==> config.mk <==
export PLATFORM = sky130hd
export DESIGN_NAME = nta_regs
export DESIGN_NICKNAME = d
export VERILOG_FILES = /design/src/nta_pkg.sv /design/src/nta_regs.sv
export SDC_FILE = /design/constraint.sdc
export NUM_CORES = 1
export LEC_CHECK = 0
export BUFFER_PORTS_ARGS = -buffer_cell sky130_fd_sc_hd__clkbuf_2
export CAP_MARGIN = 20
export CORE_MARGIN = 3
export CORE_UTILIZATION = 37
export CTS_BUF_LIST = sky130_fd_sc_hd__clkbuf_8
export DETAILED_ROUTE_END_ITERATION = 8
export GPL_TIMING_DRIVEN = 0
export PLACE_DENSITY = 0.8
export SETUP_SLACK_MARGIN = 0.1
export SKIP_CTS_REPAIR_TIMING = 1
export SLEW_MARGIN = 10
export SYNTH_ARGS = -nofsm -noshare
export SYNTH_HDL_FRONTEND = slang
export SYNTH_SLANG_ARGS = --single-unit
==> constraint.sdc <==
create_clock -name clk_i -period 0.9 [get_ports clk_i]
set_input_delay 0.135 -clock clk_i [delete_from_list [all_inputs] [get_ports clk_i]]
set_output_delay 0.135 -clock clk_i [all_outputs]
set_load 0.03 [all_outputs]
==> src/nta_pkg.sv <==
// ----------------------------------------------------------------------------
// nta_pkg: shared types and constants of the neighbor table
// Request and status codes, entry layout, field widths and reset values.
// ----------------------------------------------------------------------------
package nta_pkg;

  localparam int unsigned TABLE_DEPTH_DEF  = 512;
  localparam int unsigned IP_W             = 32;
  localparam int unsigned PORT_W           = 16;
  localparam int unsigned AGE_W            = 16;
  localparam int unsigned IDX_W            = 9;
  localparam int unsigned CNT_W            = 10;
  localparam int unsigned APB_AW           = 3;
  localparam int unsigned APB_DW           = 32;
  localparam logic [AGE_W-1:0] AGE_RELOAD_RST = 16'd120;

  // word index of the reload register on the config port
  localparam logic REG_AGE_RELOAD = 1'b0;

  typedef enum logic [1:0] {
    REQ_LEARN  = 2'd0,
    REQ_DELETE = 2'd1,
    REQ_TICK   = 2'd2,
    REQ_CLEAR  = 2'd3
  } req_type_e;

  typedef enum logic [2:0] {
    STS_INSERTED  = 3'd0,
    STS_REFRESHED = 3'd1,
    STS_DELETED   = 3'd2,
    STS_NOT_FOUND = 3'd3,
    STS_FULL      = 3'd4,
    STS_TICK_DONE = 3'd5,
    STS_CLEARED   = 3'd6
  } status_e;

  typedef struct packed {
    logic              valid;
    logic [IP_W-1:0]   ip;
    logic [PORT_W-1:0] port;
    logic [AGE_W-1:0]  age;
  } entry_t;

endpackage

==> src/nta_regs.sv <==
// ----------------------------------------------------------------------------
// nta_regs: configuration registers
// APB-style port holding the age reload value.
// ----------------------------------------------------------------------------
module nta_regs
  import nta_pkg::*;
(
  input  logic              clk_i,
  input  logic              rst_ni,
  input  logic              psel,
  input  logic              penable,
  input  logic              pwrite,
  input  logic [APB_AW-1:0] paddr,
  input  logic [APB_DW-1:0] pwdata,
  output logic [APB_DW-1:0] prdata,
  output logic              pready,
  output logic [AGE_W-1:0]  age_reload_o
);

  logic [AGE_W-1:0] age_reload_q;
  logic             wr_en;

  assign pready       = 1'b1;
  assign wr_en        = psel && penable && pwrite && pready;
  assign age_reload_o = age_reload_q;

  always_ff @(posedge clk_i or negedge rst_ni) begin
    if (!rst_ni) begin
      age_reload_q <= AGE_RELOAD_RST;
    end else if (wr_en && (paddr[2] == REG_AGE_RELOAD)) begin
      age_reload_q <= pwdata[AGE_W-1:0];
    end
  end

  always_comb begin
    prdata = '0;
    if (paddr[2] == REG_AGE_RELOAD) begin
      prdata = APB_DW'(age_reload_q);
    end
  end

endmodule

After elaboration in Yosys (flattened, before gate mapping)
Cells that the tools add are included.
{"block": "totals", "elab_cells": 6, "out_inout_bits": 49, "register_bits": 16, "input_bits": 40}
{"block": "op_classes", "reduce_logical": 3, "bitwise_logic": 1, "n_mux": 1}
{"cell": "$mux 16", "n": 1}
{"cell": "$logic_and 1x1->1", "n": 3}
{"cell": "$not 1->1", "n": 1}

Logic depth before layout (Yosys ltp)
{"block": "depth", "ltp_word": 3, "ltp_mapped": 3, "mapped_depth_nobuf": 2}

Worst setup path before layout
OpenSTA, ideal clock, no wires.
{"block": "synth_path", "path_kind": "register -> output", "start": "register age_reload_q[4] (netlist: age_reload_o[4])", "end": "output port prdata[4]", "slack_ns": -0.339, "stages_incl_launch_ff": 2, "arrival_time_ns": 1.104, "path_buffers": 0, "required_ns": 0.765, "cell_sequence": "dfstp_2 -> nor2b_1"}
{"block": "synth_via", "elab_chain_cells": 1}
{"element": "start: declaration", "line": "nta_regs.sv:20", "text": "logic [AGE_W-1:0] age_reload_q;"}
{"element": "start signal: assignment", "line": "nta_regs.sv:31", "text": "age_reload_q <= pwdata[AGE_W-1:0];"}
{"element": "$mux 16", "line": "nta_regs.sv:37", "text": "if (paddr[2] == REG_AGE_RELOAD) begin"}
{"element": "end: declaration", "line": "nta_regs.sv:15", "text": "output logic [APB_DW-1:0] prdata,"}
Every way passes these cells.

Worst setup path in the final report
{"block": "layout_path", "start": "register age_reload_q[6] (netlist: age_reload_o[6])", "end": "output port prdata[6]"}
The elaborated chain is that of the path after synthesis.

==> PnR_summary.wiki <==
{| class="wikitable"
! Metric !! Value
|-
| Status || complete, but fails checks
|-
| Violated checks || negative setup slack
|-
| Distinct cell type count after synthesis || 11
|-
| Gpl congestion || 0.778
|-
| Smallest hold slack || 0.121 ns
|-
| Wire length of the first global-routing pass || 3210 um
|-
| Setup TNS || -6.32 ns
|-
| CP Data Required Time || 0.76 ns
|-
| Area post-placement || 1390 sq um
|-
| Total leakage power || 1.00 nW
|-
| Latest clock arrival within the worst-skew pair || 0.24 ns
|-
| FF+latch count, synth || 16
|-
| TritonCTS clock tree || built
|-
| Areal power density over the cells || 2000 nW/um^2
|-
| Per-instance average area after synthesis || 12.9 sq um
|-
| Antenna violations before repair || 0
|-
| Unrepaired setup endpoints after global routing || yes
|-
| Number of buffers on the longest clock path || 2
|-
| Area of the core region || 2280 sq um
|-
| Crit path max-delay family || flip-flops
|-
| Number of vias per cell after detailed routing || 4.17
|-
| Number of instances in the synthesized netlist || 70
|-
| Worst setup skew after layout || 0 ns
|-
| CTS sink count || 16
|-
| Cell type contributing the most total cell area after synthesis || sky130_fd_sc_hd__dfrtp_1
|-
| Die Height || 55.4 um
|-
| Worst Setup SP || age_reload_o[6]
|-
| Max-Cap Viols || 0
|-
| Count of antenna-violating nets left after detailed routing || 0
|-
| # nets final || 199
|-
| Count of port buffers added during placement || 53
|-
| Maximum number of pins on one net before global-route repair || 17
|-
| Global route total overflow || 0
|-
| Die Wd || 55.4 um
|-
| CTS root buffer || sky130_fd_sc_hd__clkbuf_8
|-
| FF-to-FF path depth || 2
|-
| Final standard cell area without fillers || 1820 sq um
|-
| Sequential area share after synthesis || 0.448
|-
| Share of the synthesized area in the top cell type || 0.332
|-
| Maximum vdd ir drop || 0.00148 V
|-
| Startpoint types || register
|-
| Crit path max-delay cell type || sky130_fd_sc_hd__dfstp_2
|-
| Post-Synthesis Cell Area || 905 sq um
|-
| Crit path buf inv count || 1
|-
| Max FFs per register || 16
|-
| Crit path capture type || output pin
|-
| Path type of the worst setup path || reg2out
|-
| Number of top-level pins || 89
|-
| Routed WL || 2920 um
|-
| Achievable Freq || 0.822 GHz
|-
| Slowest cell delay on critical path || 0.55 ns
|-
| Detailed-route via count || 771
|-
| Maximum fanout along the worst path || 3
|-
| Dominant cells by area after synthesis || sky130_fd_sc_hd__dfrtp_1 (33%), sky130_fd_sc_hd__mux2_4 (17%), sky130_fd_sc_hd__buf_4 (14%), sky130_fd_sc_hd__dfstp_2 (12%), sky130_fd_sc_hd__mux2_2 (7.5%)
|-
| Final routed DRC violation total || 0
|-
| Cells traversed along the worst timing path || nor2b_4 -> buf_6
|-
| Setup WS post-layout || -0.317 ns
|-
| Initial DRC count || 16
|-
| Signed area change from the synthesized netlist to the final layout || 102%
|-
| Via count of the first global-routing pass || 674
|-
| Final setup fails || 48
|-
| Clk pin slew, worst setup/hold paths || 0.06 ns
|-
| Number of detailed-routing iterations run before antenna repair || 3
|-
| Average wire per cell in the routed design || 15.8 um
|-
| Final hold violation count || 0
|-
| Initial Utilization || 0.397
|-
| H-Tree Level Count || 1
|-
| Signal arrival time at the worst endpoint || 1.08 ns
|-
| Fraction of final layout cells with drive strength greater than 1 || 0.885
|-
| Setup crit end || prdata[6]
|-
| Worst flop-to-flop path endpoint || age_reload_o[13]
|-
| Class of the tightest hold or removal check || in2reg
|-
| Global router's overall resource usage || 0.126
|-
| Register-to-Register Setup Slack || -0.01 ns
|-
| Stages on worst setup path || 2
|-
| Core Util, Final || 0.801
|-
| Startpoint of the worst register-to-register path || age_reload_o[13]
|-
| Die footprint || 3070 sq um
|-
| Post-layout minimum cycle time || 1.22 ns
|-
| Number of clock buffers inserted by TritonCTS || 3
|-
| Number of warnings issued by yosys || 0
|-
| Sum of net half-perimeters after detailed placement || 1570 um
|-
| Number of placement rows || 17
|-
| Final Cycle Share || 1.35
|-
| Diode insertion count for antenna repair || 0
|-
| Hold path depth || 2
|-
| Number of pins exceeding their max-slew limit in the final report || 0
|}
==> cell type report <==
class | count | area [sq um]
Sequential cell | 16 | 420
Buffer | 19 | 155
Multi-Input combinational cell | 50 | 518
Timing Repair Buffer | 69 | 653
Clock buffer | 3 | 41.3
Tap cell | 28 | 35.0
Fill cell | 125 | 453
==> worst min path at each step <==
stage,to,slack [ns],startpoint
after global routing,age_reload_o[7],0.12,pwdata[7]
final,age_reload_o[7],0.12,pwdata[7]
after detailed placement,age_reload_o[12],0.07,rst_ni
after floorplan,age_reload_o[0],-0.16,rst_ni
after global placement,age_reload_o[10],0.07,rst_ni
after CTS,age_reload_o[12],-0.18,rst_ni
==> synth_stat cells <==
| cell | number |
|---|---|
| sky130_fd_sc_hd__nand4b_4 | 1 |
| sky130_fd_sc_hd__mux2_4 | 10 |
| sky130_fd_sc_hd__buf_6 | 1 |
| sky130_fd_sc_hd__nor2b_1 | 10 |
| sky130_fd_sc_hd__and2b_1 | 6 |
| sky130_fd_sc_hd__clkbuf_1 | 1 |
| sky130_fd_sc_hd__mux2_2 | 6 |
| sky130_fd_sc_hd__buf_4 | 17 |
| sky130_fd_sc_hd__dfrtp_1 | 12 |
| sky130_fd_sc_hd__conb_1 | 2 |
| sky130_fd_sc_hd__dfstp_2 | 4 |
==> per-stage QoR <==
step	total power, mW	worst slack, ns	cells
floorplan	2.17	-0.118	85
global placement	2.50	-0.322	166
detailed placement	2.53	-0.366	166
CTS	3.03	-0.352	169
global route	3.79	-0.351	185
finish	3.65	-0.317	185
==> worst reg2reg max path, cell delays in order (launching register included) <==
cell and delay (ns):
sky130_fd_sc_hd__dfrtp_2 0.42, sky130_fd_sc_hd__buf_6 0.12, sky130_fd_sc_hd__mux2_4 0.26
==> metal layers <==
layer | GRT usage | part of all wire
met1 | 0.159 | 0.39
met2 | 0.211 | 0.53
met3 | 0.0514 | 0.067
met4 | 0.0104 | 0.0044
met5 | 0 | 0
==> cells in the final DEF, fill, tap and decap left out <==
cell type                       instances
sky130_fd_sc_hd__and2b_2                6
sky130_fd_sc_hd__buf_12                 1
sky130_fd_sc_hd__buf_4                 20
sky130_fd_sc_hd__buf_6                 44
sky130_fd_sc_hd__clkbuf_16              1
sky130_fd_sc_hd__clkbuf_2              20
sky130_fd_sc_hd__clkbuf_4               1
sky130_fd_sc_hd__clkbuf_8               3
sky130_fd_sc_hd__conb_1                17
sky130_fd_sc_hd__dfrtp_2               12
sky130_fd_sc_hd__dfstp_2                4
sky130_fd_sc_hd__dlygate4sd3_1          1
sky130_fd_sc_hd__mux2_4                16
sky130_fd_sc_hd__nand4b_4               1
sky130_fd_sc_hd__nor2b_4               10
==> cell families after synthesis <==
group	count (synthesis)	synth area share
multiplexers	16	0.241
AND/OR/NAND/NOR	17	0.145
flip-flops	16	0.448
other	2	0.00830
buffers and inverters	19	0.158
==> power by group <==
group / switching, mW / total [mW] / internal (mW)
Sequential: 0.174 / 1.11 / 0.934
Clock: 0.233 / 0.528 / 0.296
Combinational: 0.953 / 2.02 / 1.06
Total: 1.36 / 3.65 / 2.29
Note: power is estimated with default switching activity, not from simulation.
