### src/nta_pkg.sv
// ----------------------------------------------------------------------------
// nta_pkg: shared types and constants of the neighbor table
// Request and status codes, entry layout, field widths and reset values.
// ----------------------------------------------------------------------------
package nta_pkg;

  localparam int unsigned TABLE_DEPTH_DEF  = 512;
  localparam int unsigned IP_W             = 32;
  localparam int unsigned PORT_W           = 16;
  localparam int unsigned AGE_W            = 16;
  localparam int unsigned IDX_W            = 9;
  localparam int unsigned CNT_W            = 10;
  localparam int unsigned APB_AW           = 3;
  localparam int unsigned APB_DW           = 32;
  localparam logic [AGE_W-1:0] AGE_RELOAD_RST = 16'd120;

  // word index of the reload register on the config port
  localparam logic REG_AGE_RELOAD = 1'b0;

  typedef enum logic [1:0] {
    REQ_LEARN  = 2'd0,
    REQ_DELETE = 2'd1,
    REQ_TICK   = 2'd2,
    REQ_CLEAR  = 2'd3
  } req_type_e;

  typedef enum logic [2:0] {
    STS_INSERTED  = 3'd0,
    STS_REFRESHED = 3'd1,
    STS_DELETED   = 3'd2,
    STS_NOT_FOUND = 3'd3,
    STS_FULL      = 3'd4,
    STS_TICK_DONE = 3'd5,
    STS_CLEARED   = 3'd6
  } status_e;

  typedef struct packed {
    logic              valid;
    logic [IP_W-1:0]   ip;
    logic [PORT_W-1:0] port;
    logic [AGE_W-1:0]  age;
  } entry_t;

endpackage

### src/nta_ctrl.sv
// ----------------------------------------------------------------------------
// nta_ctrl: request sequencer
// Sweeps the entry memory for search, aging and clearing, and holds the
// result register.
// ----------------------------------------------------------------------------
module nta_ctrl
  import nta_pkg::*;
#(
  parameter int unsigned DEPTH = TABLE_DEPTH_DEF,
  parameter int unsigned AW    = $clog2(DEPTH),
  parameter int unsigned CW    = $clog2(DEPTH + 1)
) (
  input  logic              clk_i,
  input  logic              rst_ni,
  input  logic              in_valid_i,
  output logic              in_ready_o,
  input  logic [1:0]        req_type_i,
  input  logic [IP_W-1:0]   peer_ip_i,
  input  logic [PORT_W-1:0] peer_port_i,
  output logic              out_valid_o,
  input  logic              out_ready_i,
  output logic [2:0]        status_o,
  output logic [IDX_W-1:0]  entry_index_o,
  output logic [CNT_W-1:0]  live_count_o,
  output logic [CNT_W-1:0]  expired_count_o,
  input  logic [AGE_W-1:0]  age_reload_i,
  output logic              mem_we_o,
  output logic [AW-1:0]     mem_waddr_o,
  output entry_t            mem_wdata_o,
  output logic              mem_re_o,
  output logic [AW-1:0]     mem_raddr_o,
  input  entry_t            mem_rdata_i
);

  localparam logic [AW-1:0] LAST = AW'(DEPTH - 1);

  typedef enum logic [2:0] {
    ST_CLR,
    ST_IDLE,
    ST_SCAN,
    ST_TICK,
    ST_WR,
    ST_DONE
  } state_e;

  state_e            st_q;
  logic              boot_q;
  logic [AW-1:0]     addr_q;
  logic              iss_q;
  logic              rd_v_q;
  logic [AW-1:0]     rd_idx_q;
  req_type_e         req_q;
  logic [IP_W-1:0]   ip_q;
  logic [PORT_W-1:0] port_q;
  logic              hit_q;
  logic [AW-1:0]     hit_idx_q;
  logic              free_q;
  logic [AW-1:0]     free_idx_q;
  logic [CW-1:0]     live_q;
  logic [CW-1:0]     exp_q;
  status_e           res_sts_q;
  logic [AW-1:0]     res_idx_q;
  logic              out_valid_q;
  status_e           out_sts_q;
  logic [AW-1:0]     out_idx_q;
  logic [CW-1:0]     out_live_q;
  logic [CW-1:0]     out_exp_q;

  logic              match_now;
  logic              hit_d;
  logic [AW-1:0]     hit_idx_d;
  logic              free_d;
  logic [AW-1:0]     free_idx_d;
  logic              expire_now;
  logic [CW-1:0]     exp_d;
  logic              last_data;

  assign in_ready_o = (st_q == ST_IDLE);

  // compare the returning entry against the request key
  assign match_now  = rd_v_q && mem_rdata_i.valid &&
                      (mem_rdata_i.ip == ip_q) && (mem_rdata_i.port == port_q);
  assign hit_d      = hit_q || match_now;
  assign hit_idx_d  = hit_q ? hit_idx_q : rd_idx_q;
  assign free_d     = free_q || (rd_v_q && !mem_rdata_i.valid);
  assign free_idx_d = free_q ? free_idx_q : rd_idx_q;
  // only a tick sweep retires entries
  assign expire_now = (st_q == ST_TICK) && rd_v_q && mem_rdata_i.valid &&
                      (mem_rdata_i.age <= AGE_W'(1));
  assign exp_d      = exp_q + CW'(expire_now);
  assign last_data  = rd_v_q && (rd_idx_q == LAST);

  assign mem_re_o    = ((st_q == ST_SCAN) || (st_q == ST_TICK)) && iss_q;
  assign mem_raddr_o = addr_q;

  always_comb begin
    mem_we_o    = 1'b0;
    mem_waddr_o = addr_q;
    mem_wdata_o = '0;
    unique case (st_q)
      ST_CLR: begin
        mem_we_o = 1'b1;
      end
      ST_TICK: begin
        mem_waddr_o = rd_idx_q;
        if (rd_v_q && mem_rdata_i.valid) begin
          mem_we_o    = 1'b1;
          mem_wdata_o = mem_rdata_i;
          if (expire_now) begin
            mem_wdata_o.valid = 1'b0;
          end else begin
            mem_wdata_o.age = mem_rdata_i.age - AGE_W'(1);
          end
        end
      end
      ST_WR: begin
        mem_we_o          = 1'b1;
        mem_waddr_o       = res_idx_q;
        mem_wdata_o.valid = (req_q == REQ_LEARN);
        mem_wdata_o.ip    = ip_q;
        mem_wdata_o.port  = port_q;
        mem_wdata_o.age   = age_reload_i;
      end
      default: begin
        mem_we_o = 1'b0;
      end
    endcase
  end

  always_ff @(posedge clk_i or negedge rst_ni) begin
    if (!rst_ni) begin
      st_q        <= ST_CLR;
      boot_q      <= 1'b1;
      addr_q      <= '0;
      iss_q       <= 1'b0;
      rd_v_q      <= 1'b0;
      rd_idx_q    <= '0;
      req_q       <= REQ_LEARN;
      hit_q       <= 1'b0;
      hit_idx_q   <= '0;
      free_q      <= 1'b0;
      free_idx_q  <= '0;
      live_q      <= '0;
      exp_q       <= '0;
      res_sts_q   <= STS_INSERTED;
      res_idx_q   <= '0;
      out_valid_q <= 1'b0;
      out_sts_q   <= STS_INSERTED;
      out_idx_q   <= '0;
      out_live_q  <= '0;
      out_exp_q   <= '0;
    end else begin
      rd_v_q   <= mem_re_o;
      rd_idx_q <= addr_q;
      if (out_valid_q && out_ready_i) begin
        out_valid_q <= 1'b0;
      end
      unique case (st_q)
        ST_CLR: begin
          addr_q <= addr_q + AW'(1);
          if (addr_q == LAST) begin
            addr_q <= '0;
            if (boot_q) begin
              boot_q <= 1'b0;
              st_q   <= ST_IDLE;
            end else begin
              res_sts_q <= STS_CLEARED;
              res_idx_q <= '0;
              st_q      <= ST_DONE;
            end
          end
        end
        ST_IDLE: begin
          if (in_valid_i) begin
            req_q  <= req_type_e'(req_type_i);
            ip_q   <= peer_ip_i;
            port_q <= peer_port_i;
            hit_q  <= 1'b0;
            free_q <= 1'b0;
            exp_q  <= '0;
            addr_q <= '0;
            unique case (req_type_e'(req_type_i))
              REQ_CLEAR: begin
                live_q <= '0;
                st_q   <= ST_CLR;
              end
              REQ_TICK: begin
                iss_q <= 1'b1;
                st_q  <= ST_TICK;
              end
              default: begin
                iss_q <= 1'b1;
                st_q  <= ST_SCAN;
              end
            endcase
          end
        end
        ST_SCAN, ST_TICK: begin
          // issue one read per cycle until the last slot
          if (iss_q) begin
            addr_q <= addr_q + AW'(1);
            if (addr_q == LAST) begin
              iss_q  <= 1'b0;
              addr_q <= '0;
            end
          end
          hit_q      <= hit_d;
          hit_idx_q  <= hit_idx_d;
          free_q     <= free_d;
          free_idx_q <= free_idx_d;
          exp_q      <= exp_d;
          if (last_data) begin
            if (st_q == ST_TICK) begin
              live_q    <= live_q - exp_d;
              res_sts_q <= STS_TICK_DONE;
              res_idx_q <= '0;
              st_q      <= ST_DONE;
            end else if (hit_d) begin
              res_sts_q <= (req_q == REQ_LEARN) ? STS_REFRESHED : STS_DELETED;
              res_idx_q <= hit_idx_d;
              if (req_q != REQ_LEARN) begin
                live_q <= live_q - CW'(1);
              end
              st_q <= ST_WR;
            end else if ((req_q == REQ_LEARN) && free_d) begin
              res_sts_q <= STS_INSERTED;
              res_idx_q <= free_idx_d;
              live_q    <= live_q + CW'(1);
              st_q      <= ST_WR;
            end else begin
              res_sts_q <= (req_q == REQ_LEARN) ? STS_FULL : STS_NOT_FOUND;
              res_idx_q <= '0;
              st_q      <= ST_DONE;
            end
          end
        end
        ST_WR: begin
          st_q <= ST_DONE;
        end
        ST_DONE: begin
          // hold until the result register frees up
          if (!out_valid_q || out_ready_i) begin
            out_valid_q <= 1'b1;
            out_sts_q   <= res_sts_q;
            out_idx_q   <= res_idx_q;
            out_live_q  <= live_q;
            out_exp_q   <= exp_q;
            st_q        <= ST_IDLE;
          end
        end
        default: begin
          st_q <= ST_IDLE;
        end
      endcase
    end
  end

  assign out_valid_o     = out_valid_q;
  assign status_o        = out_sts_q;
  assign entry_index_o   = IDX_W'(out_idx_q);
  assign live_count_o    = CNT_W'(out_live_q);
  assign expired_count_o = CNT_W'(out_exp_q);

  a_live_bound: assert property (@(posedge clk_i) disable iff (!rst_ni)
    live_q <= CW'(DEPTH))
    else $error("live count exceeds table depth");

  a_rd_in_sweep: assert property (@(posedge clk_i) disable iff (!rst_ni)
    rd_v_q |-> ((st_q == ST_SCAN) || (st_q == ST_TICK)))
    else $error("read data returned outside a sweep");

  a_clr_empty: assert property (@(posedge clk_i) disable iff (!rst_ni)
    (st_q == ST_CLR) |-> (live_q == '0))
    else $error("live count nonzero during clear pass");

  a_no_wr_on_accept: assert property (@(posedge clk_i) disable iff (!rst_ni)
    (in_valid_i && in_ready_o) |-> !mem_we_o)
    else $error("memory write while accepting a request");

endmodule

### config.mk
export PLATFORM = sky130hd
export DESIGN_NAME = nta_ctrl
export DESIGN_NICKNAME = d
export VERILOG_FILES = /design/src/nta_pkg.sv /design/src/nta_ctrl.sv
export SDC_FILE = /design/constraint.sdc
export NUM_CORES = 1
export LEC_CHECK = 0
export ABC_AREA = 0
export BUFFER_PORTS_ARGS = -buffer_cell sky130_fd_sc_hd__buf_2
export CELL_PAD_IN_SITES_DETAIL_PLACEMENT = 0
export CELL_PAD_IN_SITES_GLOBAL_PLACEMENT = 1
export CORE_MARGIN = 5
export CORE_UTILIZATION = 43
export CTS_CLUSTER_DIAMETER = 120
export DETAILED_ROUTE_END_ITERATION = 6
export GPL_TIMING_DRIVEN = 1
export PLACE_DENSITY = 0.95
export RECOVER_POWER = 100
export SLEW_MARGIN = 20
export SYNTH_ARGS = -nofsm -noshare
export SYNTH_HDL_FRONTEND = slang
export SYNTH_SLANG_ARGS = --single-unit
export TNS_END_PERCENT = 1
### constraint.sdc
create_clock -name clk_i -period 10 [get_ports clk_i]
set_input_delay 2.5 -clock clk_i [delete_from_list [all_inputs] [get_ports clk_i]]
set_output_delay 2.5 -clock clk_i [all_outputs]
set_load 0.01 [all_outputs]
After elaboration in Yosys (flattened, before gate mapping)
Cells that the tools add are included.
{"block": "word_totals", "ff_bits": 159, "out_inout_bits": 119}
{"block": "op_classes", "add_sub_neg": 6, "magnitude_cmp": 1, "n_eq_ne": 21, "muxes": 60, "reduce_logical": 35}
{"op": "65-bit case mux with 2 select lines", "n": 1}
{"op": "9-bit 2-to-1 mux", "n": 11}
{"op": "10-bit 2-to-1 mux", "n": 8}
{"op": "65-bit 2-to-1 mux", "n": 1}
{"op": "10-bit case mux with 2 select lines", "n": 2}
{"op": "3-bit 2-to-1 mux", "n": 12}
{"op": "9-bit case mux with 2 select lines", "n": 2}
{"op": "32-bit == test", "n": 1}
{"op": "9-bit case mux with 3 select lines", "n": 1}
{"op": "9-bit == test, second input constant", "n": 2}
{"op": "16-bit == test", "n": 1}
{"op": "16-bit by 1-bit less-or-equal comparator with 1-bit output, second input constant", "n": 1}
{"op": "16-bit 2-to-1 mux", "n": 1}
{"op": "16-bit by 1-bit subtractor with 16-bit output, second input constant", "n": 1}
{"op": "3-bit case mux with 5 select lines", "n": 1}
{"op": "2-bit != test, second input constant", "n": 7}
{"op": "1-bit 2-to-1 mux", "n": 13}
{"op": "1-bit logical AND", "n": 11}
{"op": "10-bit by 1-bit adder with 10-bit output", "n": 1}
{"op": "10-bit by 1-bit adder with 10-bit output, second input constant", "n": 1}
{"op": "10-bit by 1-bit subtractor with 10-bit output, second input constant", "n": 1}
{"op": "10-bit subtractor", "n": 1}
{"op": "9-bit by 1-bit adder with 9-bit output, second input constant", "n": 1}
{"op": "3-bit AND reduction", "n": 3}
{"op": "20 further kinds", "n": 38}

Longest topological paths before layout
{"block": "depth", "ltp_word": 9, "ltp_mapped": 22, "depth_no_buf": 18}

Worst setup path before layout
OpenSTA, ideal clock, no wires.
{"block": "synth_path", "kind": "in2out", "start": "input mem_rdata_i[11] in the netlist's numbering", "end": "output mem_wdata_o[10] in the netlist's numbering", "t_arrival_ps": 4351, "slack_ps": 3149, "cell_stages": 8, "path_buffers": 0, "path_cell_list": "or4_1 nor3_1 o2111ai_1 o21ai_1 nor3b_1 nor2b_1 xnor2_1 o21ai_1"}
{"element": "start: declaration", "line": "nta_ctrl.sv:32", "source": "input entry_t mem_rdata_i"}
{"element": "end: declaration", "line": "nta_ctrl.sv:29", "source": "output entry_t mem_wdata_o,"}

==> impl_metrics.ini <==
[timing]
drv_slew = 228
finalHoldWorstSlack_ps = 465.6
hold_violations = 0
relSlewSlack_pct = -125.5
finalCriticalPeriod_ps = 7915
finalCritPeriodShare_pct = 79.15
rsz0062_at_grt = false
finalClockSkew_ps = 13.17
worst_slack_ps = 2085
fmax_mhz = 126.3
finalSetupViolCount = 0
fin_tns_setup_ps = 0
worst_pin_slew_ps = 3382

[worst_setup_path]
cp-end-kind = primary output
worstPathArrival_ps = 5420
worstPathRequired_ps = 7500
crit_type = reg -> out
cp_max_fo = 42
ff2ff_path_depth = 17
endpoint = mem_wdata_o[9]
startpoint = st_q[1]
timing.rr.start = st_q[1]
rr_endpoint = live_q[9]
rrSetupSlack_ps = 2750
critPathLaunchType = register

[global_route]
antenna_found_initial = 0
grt_pass1_wl_um = 37500
grt-ovfl-total = 0
grt_max_degree = 74
grt.total_usage_pct = 21.03
grt_pass1_vias = 7051

[cells_and_area]
final_common_cell = buf_2
post-route-util_pct = 53.61
antenna_cells = 0
layout_common_cells = buf_2 (132), clkbuf_1 (125), dfrtp_1 (110), nand2_1 (105), o21ai_0 (79)
fin_nets = 1210
design_area_um2 = 10470
fillers = 1865
drive_gt1_share_pct = 21.92
syn_to_final_growth_pct = 22.67

[place]
dpl.hpwl_um = 18150
placed_area_um2 = 10040
place_congestion = 0.8657
post-place-ws_ps = 2712
portBuffers = 253

[job]
cap_viol_max_count = 5

[die]
core_um2 = 19530
ioPinCount = 254
die_area_um2 = 22760
row_count = 51
fp.dieH_um = 150.9
start_util_pct = 43.70
die_w_um = 150.9

[detailed_routing]
first_pass_iters = 5
vias = 7150
drc = 0
wl_per_cell_um = 18.08
drt.antenna.violating_nets = 0
viasPerCell = 5.348
wl_um = 24170
first_iter_violations = 317

[outcome]
violations = capacitance limit, slew limit
outcome = finished with violations

[cts]
cts_resized = 0
cts_hold_buffers = 0
cts_inserted_buffers = 17
clk_pin_slew_ps = 60
clk_latency_ps = 420
clock-root-buffer = clkbuf_16
clock_sinks = 159
h-tree-depth = 4
cts_buffer_depth = 2
postCtsSetupBuffers = 0
cts_tree = done

[yosys]
synth_area_per_cell_um2 = 10.41
synth_edf_count = 48
async_flop_share_pct = 69.81
yosysSeqAreaShare_pct = 49.46
yosysWarnings = 0
ys_ff_latch = 159
synth_area_leader_cell = dfrtp_1
synth_cell_types = 64
yosysTopAreaCellShare_pct = 32.26
netlist_area_um2 = 8533
syn_nets = 971
synth.area.top_cells = dfrtp_1 (32%), edfxtp_1 (17%), mux2_2 (6.3%)
syn_inst = 820
ys.flop_type = dfrtp_1

[pwr]
power_density_nw_per_um2 = 236.8
ir_drop_mv = 0.1422
p_leak_nw = 4.543

[worst_hold_path]
min_path_type = reg -> reg
-- synthesized netlist by cell type (4+ instances only) --
library cell	n
and3_1	5
nor2b_1	16
nor2_1	55
o21ai_0	75
xnor2_1	35
nand4_1	9
o21ai_1	7
and2_1	4
a21oi_1	31
nand2_1	105
a22oi_1	9
dfrtp_1	110
o31ai_1	5
a22o_1	49
xor2_1	29
edfxtp_1	48
mux2i_1	11
inv_1	17
nand2b_1	11
a31oi_1	5
mux2_2	48
nand3_1	19
nor3_1	11
ha_1	15
clkbuf_1	33
-- critical path, cell delays in order (launching register included) --
cell and delay [ps]:
dfrtp_1 560, nor2b_2 200, clkbuf_1 1330, and2_0 900
nand3_1 760, o21ai_0 460, nor4_1 160, xnor2_1 170
o21ai_0 260, clkbuf_1 190
-- report_power, final --
| group | switching (W) | internal (W) |
|---|---|---|
| combinational | 0.000528 | 0.000325 |
| sequential | 0.000140 | 0.000823 |
| clock | 0.000275 | 0.000387 |
-- flip-flops by register name (all words and copies together) (netlist names) --
register / cells
live_q: 10
ip_q: 32
boot_q: 1
free_idx_q: 9
live_count_o: 10
iss_q: 1
entry_index_o: 9
out_valid_o: 1
mem_raddr_o: 9
status_o: 3
port_q: 16
res_sts_q: 3
st_q: 3
rd_idx_q: 9
expired_count_o: 10
hit_idx_q: 9
res_idx_q: 9
exp_q: 10
hit_q: 1
req_q: 2
free_q: 1
rd_v_q: 1
-- layer usage --
layer	routed length, um	global-route usage, %	part of all wire (%)	up-vias
li1	-	-	-	3442
met1	9517	25.24	39	3443
met2	12430	36.86	51	231
met3	1698	6.224	7.0	34
met4	524	5.666	2.2	0
met5	0	0	0	-
-- stage by stage --
stage | total power [W] | cells
floorplan | 0.001525 | 820
global placement | 0.001830 | 1304
detailed placement | 0.001852 | 1304
CTS | 0.002526 | 1336
global route | 0.002648 | 1337
finish | 0.002479 | 1337
-- cells by family after synthesis --
group | after synthesis | share of synthesized area (%)
and+or+nand+nor | 257 | 14.63
xor gates and xnor gates | 64 | 6.569
buffers and inverters | 59 | 2.683
DFF | 159 | 49.46
adders and majority gates | 16 | 2.434
AOI/OAI and AO/OA | 205 | 16.44
muxes | 60 | 7.786
-- worst min path at each step --
stage,from,to,slack [ps],cells after the start
after floorplan,res_sts_q[0],res_sts_q[0],450,2
after global placement,boot_q,boot_q,450,1
after detailed placement,boot_q,boot_q,460,1
after CTS,boot_q,boot_q,470,1
after global routing,boot_q,boot_q,480,1
final,boot_q,boot_q,470,1
-- layout make-up --
| type | instances | area, um2 | area share (%) |
|---|---|---|---|
| repair buffers | 260 | 1172 | 11.20 |
| flip-flops and latches | 159 | 4220 | 40.32 |
| inverters | 19 | 71.32 | 0.6813 |
| well taps | 265 | 331.6 | 3.168 |
| clock buffers | 19 | 452.9 | 4.327 |
| clock inverters | 13 | 151.4 | 1.446 |
| multi-input cells | 602 | 4068 | 38.86 |
No activity file was read; power rests on OpenSTA's default activity.
